===== config.mk =====
export PLATFORM = sky130hd
export DESIGN_NAME = dnts_ctrl
export DESIGN_NICKNAME = d
export VERILOG_FILES = /design/src/rtl/core/dnts_pkg.sv /design/src/rtl/core/dnts_ctrl.sv
export SDC_FILE = /design/constraint.sdc
export NUM_CORES = 1
export LEC_CHECK = 0
export ABC_AREA = 1
export BUFFER_PORTS_ARGS = -buffer_cell sky130_fd_sc_hd__buf_2
export CAP_MARGIN = 20
export CORE_AREA = 2 2 39 41
export DETAILED_ROUTE_END_ITERATION = 8
export DIE_AREA = 0 0 41 43
export GPL_TIMING_DRIVEN = 0
export SLEW_MARGIN = 40
export SYNTH_ARGS = -nofsm -noshare
export SYNTH_HDL_FRONTEND = slang
export SYNTH_SLANG_ARGS = --single-unit
export TNS_END_PERCENT = 10

===== constraint.sdc =====
create_clock -name i_clk -period 1.58 [get_ports i_clk]
set_input_delay 0.158 -clock i_clk [delete_from_list [all_inputs] [get_ports i_clk]]
set_output_delay 0.158 -clock i_clk [all_outputs]
set_load 0.005 [all_outputs]

===== src/rtl/core/dnts_pkg.sv =====
package dnts_pkg;

    localparam int MAX_ENTRIES = 64;
    localparam int ADDR_W      = (MAX_ENTRIES > 1) ? $clog2(MAX_ENTRIES) : 1;
    localparam int CNT_W       = $clog2(MAX_ENTRIES + 1);
    localparam int IDX_W       = 6;
    localparam int COORD_W     = 16;
    localparam int CFG_W       = 7;
    localparam int RECT_W      = 4 * COORD_W;

    localparam logic [COORD_W-1:0] KEY_START = 16'hFFFF;

    localparam logic MODE_LOAD = 1'b0;
    localparam logic MODE_NAV  = 1'b1;

    localparam logic [1:0] DIR_LEFT  = 2'd0;
    localparam logic [1:0] DIR_RIGHT = 2'd1;
    localparam logic [1:0] DIR_UP    = 2'd2;
    localparam logic [1:0] DIR_DOWN  = 2'd3;

    typedef struct packed {
        logic               mode;
        logic [IDX_W-1:0]   entry_index;
        logic [COORD_W-1:0] left_x;
        logic [COORD_W-1:0] right_x;
        logic [COORD_W-1:0] top_y;
        logic [COORD_W-1:0] bottom_y;
        logic [IDX_W-1:0]   current_index;
        logic [1:0]         direction;
    } t_in_req;

    typedef struct packed {
        logic [IDX_W-1:0] chosen_index;
        logic             found;
    } t_out_rsp;

    typedef struct packed {
        logic load_wr;
        logic nav_start;
        logic cur_capture;
        logic scan_step;
        logic res_load;
    } t_cmd;

    typedef struct packed {
        logic scan_done;
        logic out_free;
    } t_status;

    function automatic logic [COORD_W-1:0] center(input logic [COORD_W-1:0] lo,
                                                  input logic [COORD_W-1:0] hi);
        logic [COORD_W:0] sum;
        sum = {1'b0, lo} + {1'b0, hi};
        return sum[COORD_W:1];
    endfunction

    function automatic logic [COORD_W-1:0] absdiff(input logic [COORD_W-1:0] a,
                                                   input logic [COORD_W-1:0] b);
        return (a > b) ? (a - b) : (b - a);
    endfunction

endpackage


===== src/rtl/core/dnts_ctrl.sv =====
module dnts_ctrl (
    input  logic             i_clk,
    input  logic             i_rst_n,
    input  logic             i_in_valid,
    input  logic             i_in_mode,
    input  dnts_pkg::t_status i_status,
    output dnts_pkg::t_cmd   o_cmd,
    output logic             o_in_stall
);

    localparam logic [1:0] S_IDLE = 2'd0;
    localparam logic [1:0] S_CUR  = 2'd1;
    localparam logic [1:0] S_SCAN = 2'd2;
    localparam logic [1:0] S_DONE = 2'd3;

    logic [1:0] r_state;
    logic [1:0] n_state;

    always_ff @(posedge i_clk) begin
        if (!i_rst_n) begin
            r_state <= S_IDLE;
        end else begin
            r_state <= n_state;
        end
    end

    always_comb begin
        n_state = r_state;
        o_cmd   = '0;
        case (r_state)
            S_IDLE: begin
                if (i_in_valid) begin
                    if (i_in_mode == dnts_pkg::MODE_LOAD) begin
                        o_cmd.load_wr = 1'b1;
                    end else begin
                        o_cmd.nav_start = 1'b1;
                        n_state = S_CUR;
                    end
                end
            end
            S_CUR: begin
                o_cmd.cur_capture = 1'b1;
                n_state = S_SCAN;
            end
            S_SCAN: begin
                o_cmd.scan_step = 1'b1;
                if (i_status.scan_done) begin
                    n_state = S_DONE;
                end
            end
            S_DONE: begin
                if (i_status.out_free) begin
                    o_cmd.res_load = 1'b1;
                    n_state = S_IDLE;
                end
            end
            default: begin
                n_state = S_IDLE;
            end
        endcase
    end

    assign o_in_stall = (r_state != S_IDLE);

endmodule


== Word level (Yosys, flattened, before mapping) ==
Cells that the tools add are included.
W data, S select, Z words.
Operators by class
  equality and inequality tests: 7
  multiplexer cells: 13
  reductions and logical operators: 3
Operators by type and width (count)
  $mux W2: 6
  $ne A2 B2 Y1 const B: 4
  $pmux W2 S4: 1
  $mux W1: 6
  $eq A2 B2 Y1 const B: 2
  $reduce_and A4 Y1: 1
  $eq A2 B1 Y1 const B: 1
  $logic_not A2 Y1: 1
  $reduce_bool A2 Y1: 1
Word-level totals
  input bits: 6
  logic and storage cells: 24
  flip-flop bits (word level): 2
  output and inout bits: 6

== Depth between registers and ports, before layout ==
Gate-level depths: netlist of run 1.
  depth after elaboration: 3
  gate-level depth with buffers: 7

== Worst setup path before layout of run 1 ==
OpenSTA, ideal clock, no wires.
  kind: register to register
  start point: reg r_state[0]
  end point: reg r_state[1]
  setup slack: 0.562 ns
  buffers on the path: 0
  clock period less this slack: 1.018 ns
  cell stages (with the launch flop): 8
  setup time: 0.064 ns
  data arrival time: 0.954 ns
  cell sequence: dfxtp_1 -> inv_1 -> ha_1 -> nand2_1 -> nand3_2 -> nand2_1 -> inv_1 -> nor2_1
On the way
  longest elaborated chain between the ends: 3
  elaborated cells between the ends (all ways): 10
  classes of those cells: eq/ne: 7; mux: 1; reduce/logical: 2
Ends and longest elaborated chain
  start, declared: RTL line dnts_ctrl.sv:16  | logic [1:0] r_state;
  start signal, assigned: RTL line dnts_ctrl.sv:23  | r_state <= n_state;
  $eq A2 B2 Y1 / $logic_not A2 Y1 (equally long branches): RTL line dnts_ctrl.sv:30  | case (r_state)
  $ne A2 B2 Y1 (no line)
  $reduce_and A4 Y1 (no line)
Several ways; a longest one is shown, not always the timed one.
A chain may end at the register's enable or synchronous reset.

==> metrics.md, run 1 <==
| Metric | Value |
|---|---|
| Run status | completed |
| Peak supply drop | 0.000303 V |
| Max Freq | approximately 760 MHz |
| Mean Syn Cell Area | between 6 and 7 sq um |
| GRT overflow | 0 |
| Crit Path Category | reg2out |
| Fraction of layout cells with a size suffix above 1 | a little under two fifths |
| CP arrival | between 1000 and 1500 ps |
| NumNets Final | 57 |
| Max Slew Vio Count | 0 |
| Max cap viols | 0 |
| Die ar. | roughly 1800 sq um |
| Post-CTS setup buffers | 0 |
| First-pass GRT wire length | between 600 and 700 um |
| Biggest regs | r_state: 2 flops |
| Remaining antenna violation count after routing | 0 |
| Seq cells post-synth | 2 |
| Unrepaired setup endpoints after global routing | no |
| Die Ht | about 43 um |
| CTS tree | yes |
| Hold Path Depth | 3 |
| Die W | 41 um |
| Reg2reg setup slack | approximately 490 ps |
| Num ports | 12 |
| Yosys cell types | 9 |
| Final worst clock skew | between 1.5 and 2 ps |
| Placed cell area | 274 sq um |
| PD cells | 1580 nW/um^2 |
| Final Total Pwr | 468 uW |
| Hold Path Origin | i_rst_n |
| Top reg by flops | r_state |
| Post-CTS Resized | 0 |
| DR WL/cell | 7.15 um |
| Warnings from Yosys | 0 |
| Clk network pwr share | a little under a quarter |
| Power Internal | between 200 and 300 uW |
| Post-route cell area | 297 sq um |
| Commonest non-fill, non-tap cells in the layout | buf_2, inv_1, nand2_1, nor2_1, ha_1 |
| R2r endpoint | r_state[1] |
| Net Sw Power | 194 uW |
| Critical path required time | around 1400 ps |
| Worst stage delay on the critical path | 310 ps |
| Area growth, synth to finish | 49.1% |
| Initial antenna violation count | 0 |
| Core box area | 1380 sq um |
| Vias in the first global route | around 190 |
| Worst reg-to-reg path cell count | 7 |
| Measured slew at the worst slew-check pin | ~160 ps |
| Flop pwr share | around a fifth |
| Wirelength, routed | roughly 440 um |
| Reg clk slew, reported paths | 30 ps |
| Crit path time final | around 1300 ps |
| Worst slew margin relative to its limit | between 80% and 90% |
| CTS root buffer | clkbuf_4 |
| Switching Fraction | about two fifths |
| # DRC | 0 |
| Final cycle utilization of the critical path | between 80% and 90% |
| Vias/cell | between 3 and 4 |
| Max FFs per register | 2 |
| Leak Pwr | just under 0.0002 uW |
| Sequential area share after synthesis | roughly a fifth |
| Drt pass-1 iters | 2 |
| CTS Hold Bufs | 0 |
| Post-synth net total | 41 |
| Num Clock Sinks | 2 |
| Worst hold endpoint | r_state[0] |
| Buffers & Inverters on Critical Path | 2 |
| Pin count of the biggest net entering global routing | 5 |
| CP max FO | 4 |
| Clock Tree Buf Depth | 2 |
| Post-DP HPWL | 356 um |
| Combinational share of power | between 50 and 60% |
| Setup crit start kind | flop |
| Slowest cell on the critical path | dfxtp_1 |
| Worst r2r src | r_state[0] |
| Crit. End Element | output pin |
| Clk_lat worst skew | approximately 220 ps |
| Initial Util | between 10% and 20% |
| Via count | 207 |
| Hold/Removal Path Class | in2reg |
| Most common cell after layout, fill and taps aside | buf_2 |
| Antenna cell count | 0 |
| H-tree depth | 1 |
| Mapped Area | 199 sq um |
| Cell breakdown of the critical path | inv_1 > ha_1 > nand2_1 > nor2_1 > buf_2 |
| CTS buffer count | 3 |
| Final hold violation count | 0 |
| Setup TNS | 0 ps |
| Crit-path leading delay family | flip-flops |
| Total global-route track usage | about 6.5% |
| Row cnt | 14 |
| Final setup viols | 0 |
| IO buf count | 11 |
| Mapped Cells | 31 |
| Initial DRC Count | 1 |
| Gpl congestion | around 0.6 |
[synthesized netlist by cell type]
library cell	n	share of area, %
ha_1	4	25
dfxtp_1	2	20
nand4_1	1	3.1
a21oi_1	1	2.5
nand3_2	1	5.0
nand2_1	8	15
nand2_2	2	6.3
nor2_1	4	7.5
inv_1	8	15
[power groups by stage]
stage / Combinational [uW] / Clock [uW] / Sequential [uW]
floorplan: 189 / 0 / 86.6
global placement: 263 / 0 / 88.3
detailed placement: 273 / 0 / 89.9
CTS: 274 / 119 / 89.2
global route: 314 / 120 / 91.4
finish: 267 / 112 / 89.4
[layer usage]
layer	share of wire (%)	global-route usage, %	routed length (um)
met4	2.8	10.0	12
met2	50	8.44	220
met1	37	5.41	163
met5	0	0	0
met3	9.2	3.14	40
[tightest hold or removal path, delay by kind of cell]
family / cells / cell delay (ps)
compound gates: 1 / 30
simple gates: 1 / 50
buf+inv: 1 / 110
[logic make-up after synthesis]
logic type      count (synthesis)  synth area share (%)
buf+inv                         8                  15.1
fa+ha+maj                       4                  25.2
simple gates                   16                  37.1
flops                           2                  20.1
compound gates                  1                  2.51
[through the flow]
stage | setup slack (ps) | utilization, % | hold slack [ps] | cells
after floorplan | 562 | - | 279 | 31
after global placement | 496 | 19.8 | 404 | 58
after detailed placement | 474 | 19.8 | 411 | 58
after CTS | 245 | 21.4 | 172 | 61
after global routing | 174 | 21.4 | 185 | 61
final | 273 | 21.4 | 179 | 61
[layout make-up]
class / count / area, sq um
timing repair buffer: 11 / 55.1
sequential: 2 / 40.0
fill: 164 / 1090
clock buffer: 3 / 22.5
multi-input combinational: 21 / 129
tap: 16 / 20.0
inverter: 8 / 30.0
[how the worst max path moves through the flow]
stage / from / to / slack (ps) / cells past startpoint
2_1_floorplan: r_state[0] / r_state[1] / 560 / 7
3_3_place_gp: r_state[0] / r_state[1] / 500 / 7
3_5_place_dp: r_state[0] / r_state[1] / 470 / 7
4_1_cts: r_state[0] / o_cmd[4] / 240 / 5
5_1_grt: r_state[0] / o_cmd[4] / 170 / 5
6_report: r_state[0] / o_cmd[4] / 270 / 5
No activity file was read; power rests on OpenSTA's default activity.
==> run 2: changes to the inputs <==
clock period = 1.37 ns   (was 1.58 ns; I/O delays follow)
==> run 2 against run 1 <==
  * Total power is 17% higher
  * Setup slack worse by 170 ps
  * Global-route usage stayed put
  * Worst hold slack worse by 21 ps
  * Sequential cell count stayed put
  * Core utilization is 0.18 points higher
  * Final area is 0.84% higher
  * Clock power is 15% higher
  * Routed wire length is 0.23% higher
  * Non-clock buffer count stayed put
  * Die area stayed put
  * Combinational power is 18% higher
  * Critical endpoint unchanged
  * Largest power group unchanged
==> metrics.md, run 2 (same netlist as run 1, synthesis figures left out) <==
| Metric | Value |
|---|---|
| Num ports | 12 (unchanged) |
| IO buf count | 11 (unchanged) |
| Clk_lat worst skew | 220 ps (about the same) |
| Die ar. | 1760 sq um (unchanged) |
| Max Slew Vio Count | 0 (unchanged) |
| Initial antenna violation count | 0 (unchanged) |
| Final WS setup | 105 ps (was 273 ps) |
| Post-DP HPWL | 356 um (unchanged) |
| # DRC | 0 (unchanged) |
| Reg clk slew, reported paths | 30 ps (about the same) |
| # fillers | 163 (was 164) |
| Die Ht | 43 um (unchanged) |
| Footprint of the multi-input gates | 131 sq um (was 129 sq um) |
| R2r endpoint | r_state[1] (unchanged) |
| H-tree depth | 1 (unchanged) |
| Worst slack, placed | 264 ps (was 474 ps) |
| Antenna cell count | 0 (unchanged) |
| Top reg by flops | r_state (unchanged) |
| Reg2reg setup slack | 270 ps (was 490 ps) |
| GRT overflow | 0 (unchanged) |
| Worst reg-to-reg path cell count | 7 (unchanged) |
| Placed cell area | 274 sq um (unchanged) |
| Vias/cell | 3.38 (was 3.39) |
| Setup crit start kind | flop (unchanged) |
| Hold/Removal Path Class | in2reg (unchanged) |
| Initial Util | 14.4% (unchanged) |
| Max FFs per register | 2 (unchanged) |
| Fraction of layout cells with a size suffix above 1 | 40.0% (was 37.8%) |
| Row cnt | 14 (unchanged) |
| Measured slew at the worst slew-check pin | 113 ps (was 156 ps) |
| Final hold violation count | 0 (unchanged) |
| CTS root buffer | clkbuf_4 (unchanged) |
| Core box area | 1380 sq um (unchanged) |
| Crit. End Element | output pin (unchanged) |
| CTS Hold Bufs | 0 (unchanged) |
| CP arrival | 1130 ps (was 1150 ps) |
| Leak Pwr | 0.000194 uW (was 0.000196 uW) |
| Die W | 41 um (unchanged) |
| Worst hold endpoint | r_state[0] (unchanged) |
| FF/Latch Area | 40.0 sq um (unchanged) |
| Max cap viols | 0 (unchanged) |
| Gpl congestion | 0.599 (unchanged) |
| Most common cell after layout, fill and taps aside | buf_2 (unchanged) |
| Pin count of the biggest net entering global routing | 5 (unchanged) |
| Critical path required time | 1230 ps (was 1420 ps) |
| DR WL/cell | 7.16 um (was 7.15 um) |
| CP max FO | 4 (unchanged) |
| Drt pass-1 iters | 2 (unchanged) |
| Total global-route track usage | 6.51% (unchanged) |
| Final worst clock skew | 1.88 ps (unchanged) |
| CTS tree | yes (unchanged) |
| Initial DRC Count | 1 (unchanged) |
| CTS buffer count | 3 (unchanged) |
| Worst slew margin relative to its limit | 92.5% (was 89.6%) |
| Crit Path Category | reg2out (unchanged) |
| Hold Path Depth | 3 (unchanged) |
| NumNets Final | 57 (unchanged) |
| Clock Tree Buf Depth | 2 (unchanged) |
| Biggest regs | r_state: 2 flops (unchanged) |
| Area growth, synth to finish | 50.3% (was 49.1%) |
| Run status | completed (unchanged) |
| First-pass GRT wire length | 662 um (unchanged) |
| Hold Path Origin | i_rst_n (unchanged) |
| Crit path time final | around 1300 ps |
| Post-route cell area | 299 sq um (was 297 sq um) |
| Final cycle utilization of the critical path | between 90% and 100% |
| PD cells | 1830 nW/um^2 (was 1580 nW/um^2) |
| Worst r2r src | r_state[0] (unchanged) |
| Unrepaired setup endpoints after global routing | no (unchanged) |
| Commonest non-fill, non-tap cells in the layout | buf_2, inv_1, nand2_1, nor2_1 (was buf_2, inv_1, nand2_1, nor2_1, ha_1) |
| Vias in the first global route | 194 (unchanged) |
| Max Freq | between 700 and 800 MHz |
| Via count | 206 (was 207) |
| Wirelength, routed | 437 um (was 436 um) |
| Final setup viols | 0 (unchanged) |
| Peak supply drop | 0.000350 V (was 0.000303 V) |
| Remaining antenna violation count after routing | 0 (unchanged) |
| Num Clock Sinks | 2 (unchanged) |
| Setup TNS | 0 ps (unchanged) |
==> run 2: cell counts in the layout (fill, tap and decap cells not counted) <==
No cell type changed its count.
==> run 2: timing repair <==
item,in CTS,in global routing
buffers inserted,0,0
setup endpoints to repair,0,2
gates resized for setup,0,1
==> run 2: cell type report <==
type / count / share of cell area [%]
timing repair buffer: 11 / 18.4
tap: 16 / 6.69
clock buffer: 3 / 7.53
multi-input combinational: 21 / 43.9
inverter: 8 / 10.0
sequential: 2 / 13.4
==> run 2: worst max-delay path by stage <==
| stage | to | slack (ps) | from | cells after the start |
|---|---|---|---|---|
| 6_report | o_cmd[4] | 100 | r_state[0] | 5 |
| 3_5_place_dp | r_state[1] | 260 | r_state[0] | 7 |
| 2_1_floorplan | r_state[1] | 350 | r_state[0] | 7 |
| 4_1_cts | o_cmd[4] | 60 | r_state[0] | 5 |
| 5_1_grt | o_cmd[4] | 20 | r_state[0] | 5 |
| 3_3_place_gp | r_state[1] | 290 | r_state[0] | 7 |
==> run 2: power breakdown <==
group | internal, uW | switching (uW)
combinational | 142 | 174
sequential | 84.0 | 18.8
clock | 96.5 | 32.2
total | 323 | 225
==> run 2: metal layers <==
layer / part of all wire, % / up-vias / track usage [%]
li1: - / 118 / -
met1: 37 / 80 / 5.41
met2: 51 / 6 / 8.44
met3: 9.2 / 2 / 3.14
met4: 2.7 / 0 / 10.0
met5: 0 / - / 0
==> run 2: worst max-delay path, cell delays in order (launching register included) <==
cell and delay (ps):
dfxtp_1 310, inv_1 110, ha_2 230, nand2_1 60
nor2_1 80, buf_2 120
==> run 2: stage by stage <==
stage          hold WS, ps  instances  total power, uW  utilization [%]
2_1_floorplan          258         31              318                -
3_3_place_gp           383         58              406             19.8
3_5_place_dp           390         58              418             19.8
4_1_cts                151         61              556             21.4
5_1_grt                164         61              613             21.6
6_report               158         61              548             21.6
==> run 3: changes to the inputs <==
--- a/config.mk
+++ b/config.mk
@@ -13,4 +13,5 @@
 export DIE_AREA = 0 0 41 43
 export GPL_TIMING_DRIVEN = 0
+export PLACE_DENSITY_LB_ADDON = 0.25
 export SLEW_MARGIN = 40
 export SYNTH_ARGS = -nofsm -noshare
==> constraint.sdc (replaced) <==
create_clock -name i_clk -period 1.37 [get_ports i_clk]
set_input_delay 0.0685 -clock i_clk [delete_from_list [all_inputs] [get_ports i_clk]]
set_output_delay 0.0685 -clock i_clk [all_outputs]
set_load 0.005 [all_outputs]
==> run 3 against run 2 <==
  * Clock-buffer cell count did not move
  * Non-clock buffer count did not move
  * Fmax rose by 4.5%
  * Setup slack improved by 54 ps
  * Die area did not move
  * Global-route usage fell by 1.0 points
  * Clock power barely moved
  * Via count did not move
  * Final area fell by 0.84%
  * Routed wire length fell by 7.6%
  * Critical path type unchanged
  * Largest cell class unchanged
  * Highest routed layer unchanged
==> metrics.md, run 3 (same netlist as run 1, synthesis figures left out) <==
| Metric | Value |
|---|---|
| Max FFs per register | 2 (unchanged) |
| CP most frequent cell | inv_1 |
| Crit. End Element | output pin (unchanged) |
| Combinational share of power | 56.8% (was 57.7%) |
| H-tree depth | 1 (unchanged) |
| Die ar. | 1760 sq um (unchanged) |
| PD cells | 1820 nW/um^2 (was 1830 nW/um^2) |
| CP arrival | 1140 ps (was 1130 ps) |
| Wirelength, routed | 404 um (was 437 um) |
| Leak Pwr | 0.000196 uW (was 0.000194 uW) |
| Clk network pwr share | 24.2% (was 23.5%) |
| Switching Fraction | 41.6% (was 41.1%) |
| CTS Hold Bufs | 0 (unchanged) |
| Post-DP HPWL | 332 um (was 356 um) |
| Clk_lat worst skew | 230 ps (was 220 ps) |
| Row cnt | 14 (unchanged) |
| Worst reg-to-reg path cell count | 7 (unchanged) |
| Max Freq | 826 MHz (was 790 MHz) |
| # DRC | 0 (unchanged) |
| Unrepaired setup endpoints after global routing | no (unchanged) |
| Hold Path Depth | 3 (unchanged) |
| Run status | completed (unchanged) |
| Reg clk slew, reported paths | 30 ps (about the same) |
| Worst stage delay on the critical path | 350 ps (was 310 ps) |
| Hold/Removal Path Class | in2reg (unchanged) |
| CP max FO | 4 (unchanged) |
| FF/Latch Area | 40.0 sq um (unchanged) |
| Reg2reg setup slack | 270 ps (about the same) |
| Final hold violation count | 0 (unchanged) |
| Slowest cell on the critical path | dfxtp_1 (unchanged) |
| Max Slew Vio Count | 0 (unchanged) |
| Num ports | 12 (unchanged) |
| Worst hold endpoint | r_state[0] (unchanged) |
| Hold WS | 83.9 ps (was 158 ps) |
| Initial Util | 14.4% (unchanged) |
| Placed cell count | 58 (unchanged) |
| Crit Path Category | reg2out (unchanged) |
| Fraction of layout cells with a size suffix above 1 | 37.8% (was 40.0%) |
| Final Non-Filler Cells | 61 (unchanged) |
| Worst r2r src | r_state[0] (unchanged) |
| Buffers & Inverters on Critical Path | 3 (was 2) |
| # fillers | 163 (unchanged) |
| Commonest non-fill, non-tap cells in the layout | buf_2, inv_1, nand2_1, nor2_1, ha_1 (was buf_2, inv_1, nand2_1, nor2_1) |
| Num Clock Sinks | 2 (unchanged) |
| Final setup viols | 0 (unchanged) |
| Peak supply drop | 0.000531 V (was 0.000350 V) |
| Setup TNS | 0 ps (unchanged) |
| Biggest regs | r_state: 2 flops (unchanged) |
| Cell breakdown of the critical path | inv_1 > ha_1 > inv_1 > nor2_1 > buf_2 (was inv_1 > ha_2 > nand2_1 > nor2_1 > buf_2) |
| DR WL/cell | 6.62 um (was 7.16 um) |
| Crit-path leading delay family | flip-flops (unchanged) |
| Pin count of the biggest net entering global routing | 5 (unchanged) |
| Flop pwr share | 19.0% (was 18.8%) |
| Most common cell after layout, fill and taps aside | buf_2 (unchanged) |
| Final cycle utilization of the critical path | 88.4% (was 92.4%) |
| Max cap viols | 0 (unchanged) |
| Crit path time final | 1210 ps (was 1270 ps) |
| Vias/cell | 3.38 (unchanged) |
| Vias in the first global route | 175 (was 194) |
| Measured slew at the worst slew-check pin | 154 ps (was 113 ps) |
| Worst slew margin relative to its limit | 89.7% (was 92.5%) |
| Drt pass-1 iters | 2 (unchanged) |
| GRT overflow | 0 (unchanged) |
| IO buf count | 11 (unchanged) |
| Post-CTS setup buffers | 0 (unchanged) |
| Net Sw Power | 225 uW (about the same) |
| Clock Tree Buf Depth | 2 (unchanged) |
| Power Internal | 315 uW (was 323 uW) |
| CTS tree | yes (unchanged) |
| Initial antenna violation count | 0 (unchanged) |
| Core box area | 1380 sq um (unchanged) |
| Hold Path Origin | i_rst_n (unchanged) |
| CTS buffer count | 3 (unchanged) |
| NumNets Final | 57 (unchanged) |
| Setup crit start kind | flop (unchanged) |
| CTS root buffer | clkbuf_4 (unchanged) |
| Die W | 41 um (unchanged) |
| Remaining antenna violation count after routing | 0 (unchanged) |
| Post-CTS Resized | 0 (unchanged) |
| Critical path required time | 1300 ps (was 1230 ps) |
| Antenna cell count | 0 (unchanged) |
| Footprint of the multi-input gates | 129 sq um (was 131 sq um) |
| Total global-route track usage | 5.51% (was 6.51%) |
| Gpl congestion | 0.633 (was 0.599) |
| Top reg by flops | r_state (unchanged) |
| Final worst clock skew | 4.87 ps (was 1.88 ps) |
| Initial DRC Count | 6 (was 1) |
| R2r endpoint | r_state[1] (unchanged) |
| Die Ht | 43 um (unchanged) |
| First-pass GRT wire length | 607 um (was 662 um) |
| Via count | 206 (unchanged) |
| Area growth, synth to finish | 49.1% (was 50.3%) |
run 3: cell count changes in the layout (fill, tap and decap cells not counted):
cell and delta:
ha_1 +1, ha_2 -1
run 3: power groups by stage:
stage | clock network (uW) | registers [uW] | logic (uW)
4_1_cts | 139 | 103 | 312
3_3_place_gp | 0 | 104 | 312
3_5_place_dp | 0 | 104 | 310
2_1_floorplan | 0 | 99.9 | 218
5_1_grt | 145 | 106 | 371
6_report | 130 | 102 | 306
run 3: through the flow:
| step | setup slack (ps) | util, % | area (sq um) | power, uW |
|---|---|---|---|---|
| 3_3_place_gp | 264 | 19.8 | 274 | 416 |
| 4_1_cts | 135 | 21.4 | 297 | 554 |
| 2_1_floorplan | 352 | - | 199 | 318 |
| 5_1_grt | 8.81 | 21.4 | 297 | 623 |
| 6_report | 159 | 21.4 | 297 | 539 |
| 3_5_place_dp | 266 | 19.8 | 274 | 415 |
run 3: how the worst max path moves through the flow:
stage / from / endpoint / slack, ps / cells after the start
detailed placement: r_state[0] / r_state[1] / 270 / 7
floorplan: r_state[0] / r_state[1] / 350 / 7
global placement: r_state[0] / r_state[1] / 260 / 7
finish: r_state[0] / o_cmd[3] / 160 / 5
CTS: r_state[0] / o_cmd[3] / 130 / 5
global route: r_state[0] / o_cmd[3] / 9 / 5
run 3: worst reg2reg max path: cells and delay by family (launching register included):
kind | cells | cell delay (ps)
flip-flops | 1 | 350
buffers and inverters | 2 | 130
adder cells (fa/ha/maj) | 1 | 220
AND/OR/NAND/NOR | 4 | 340
run 3: layer usage:
| layer | up-vias | wire length (um) | global-route usage, % |
|---|---|---|---|
| met4 | 0 | 10 | 6.00 |
| met3 | 2 | 61 | 3.14 |
| met2 | 12 | 143 | 6.56 |
| li1 | 121 | - | - |
| met1 | 71 | 189 | 6.07 |
| met5 | - | 0 | 0 |
run 3: area by class of cell:
cell class / instances / share of cell area (%)
multi-input cells: 21 / 43.5
inverters: 8 / 10.1
well taps: 16 / 6.75
clock buffers: 3 / 7.59
flip-flops and latches: 2 / 13.5
repair buffers: 11 / 18.6
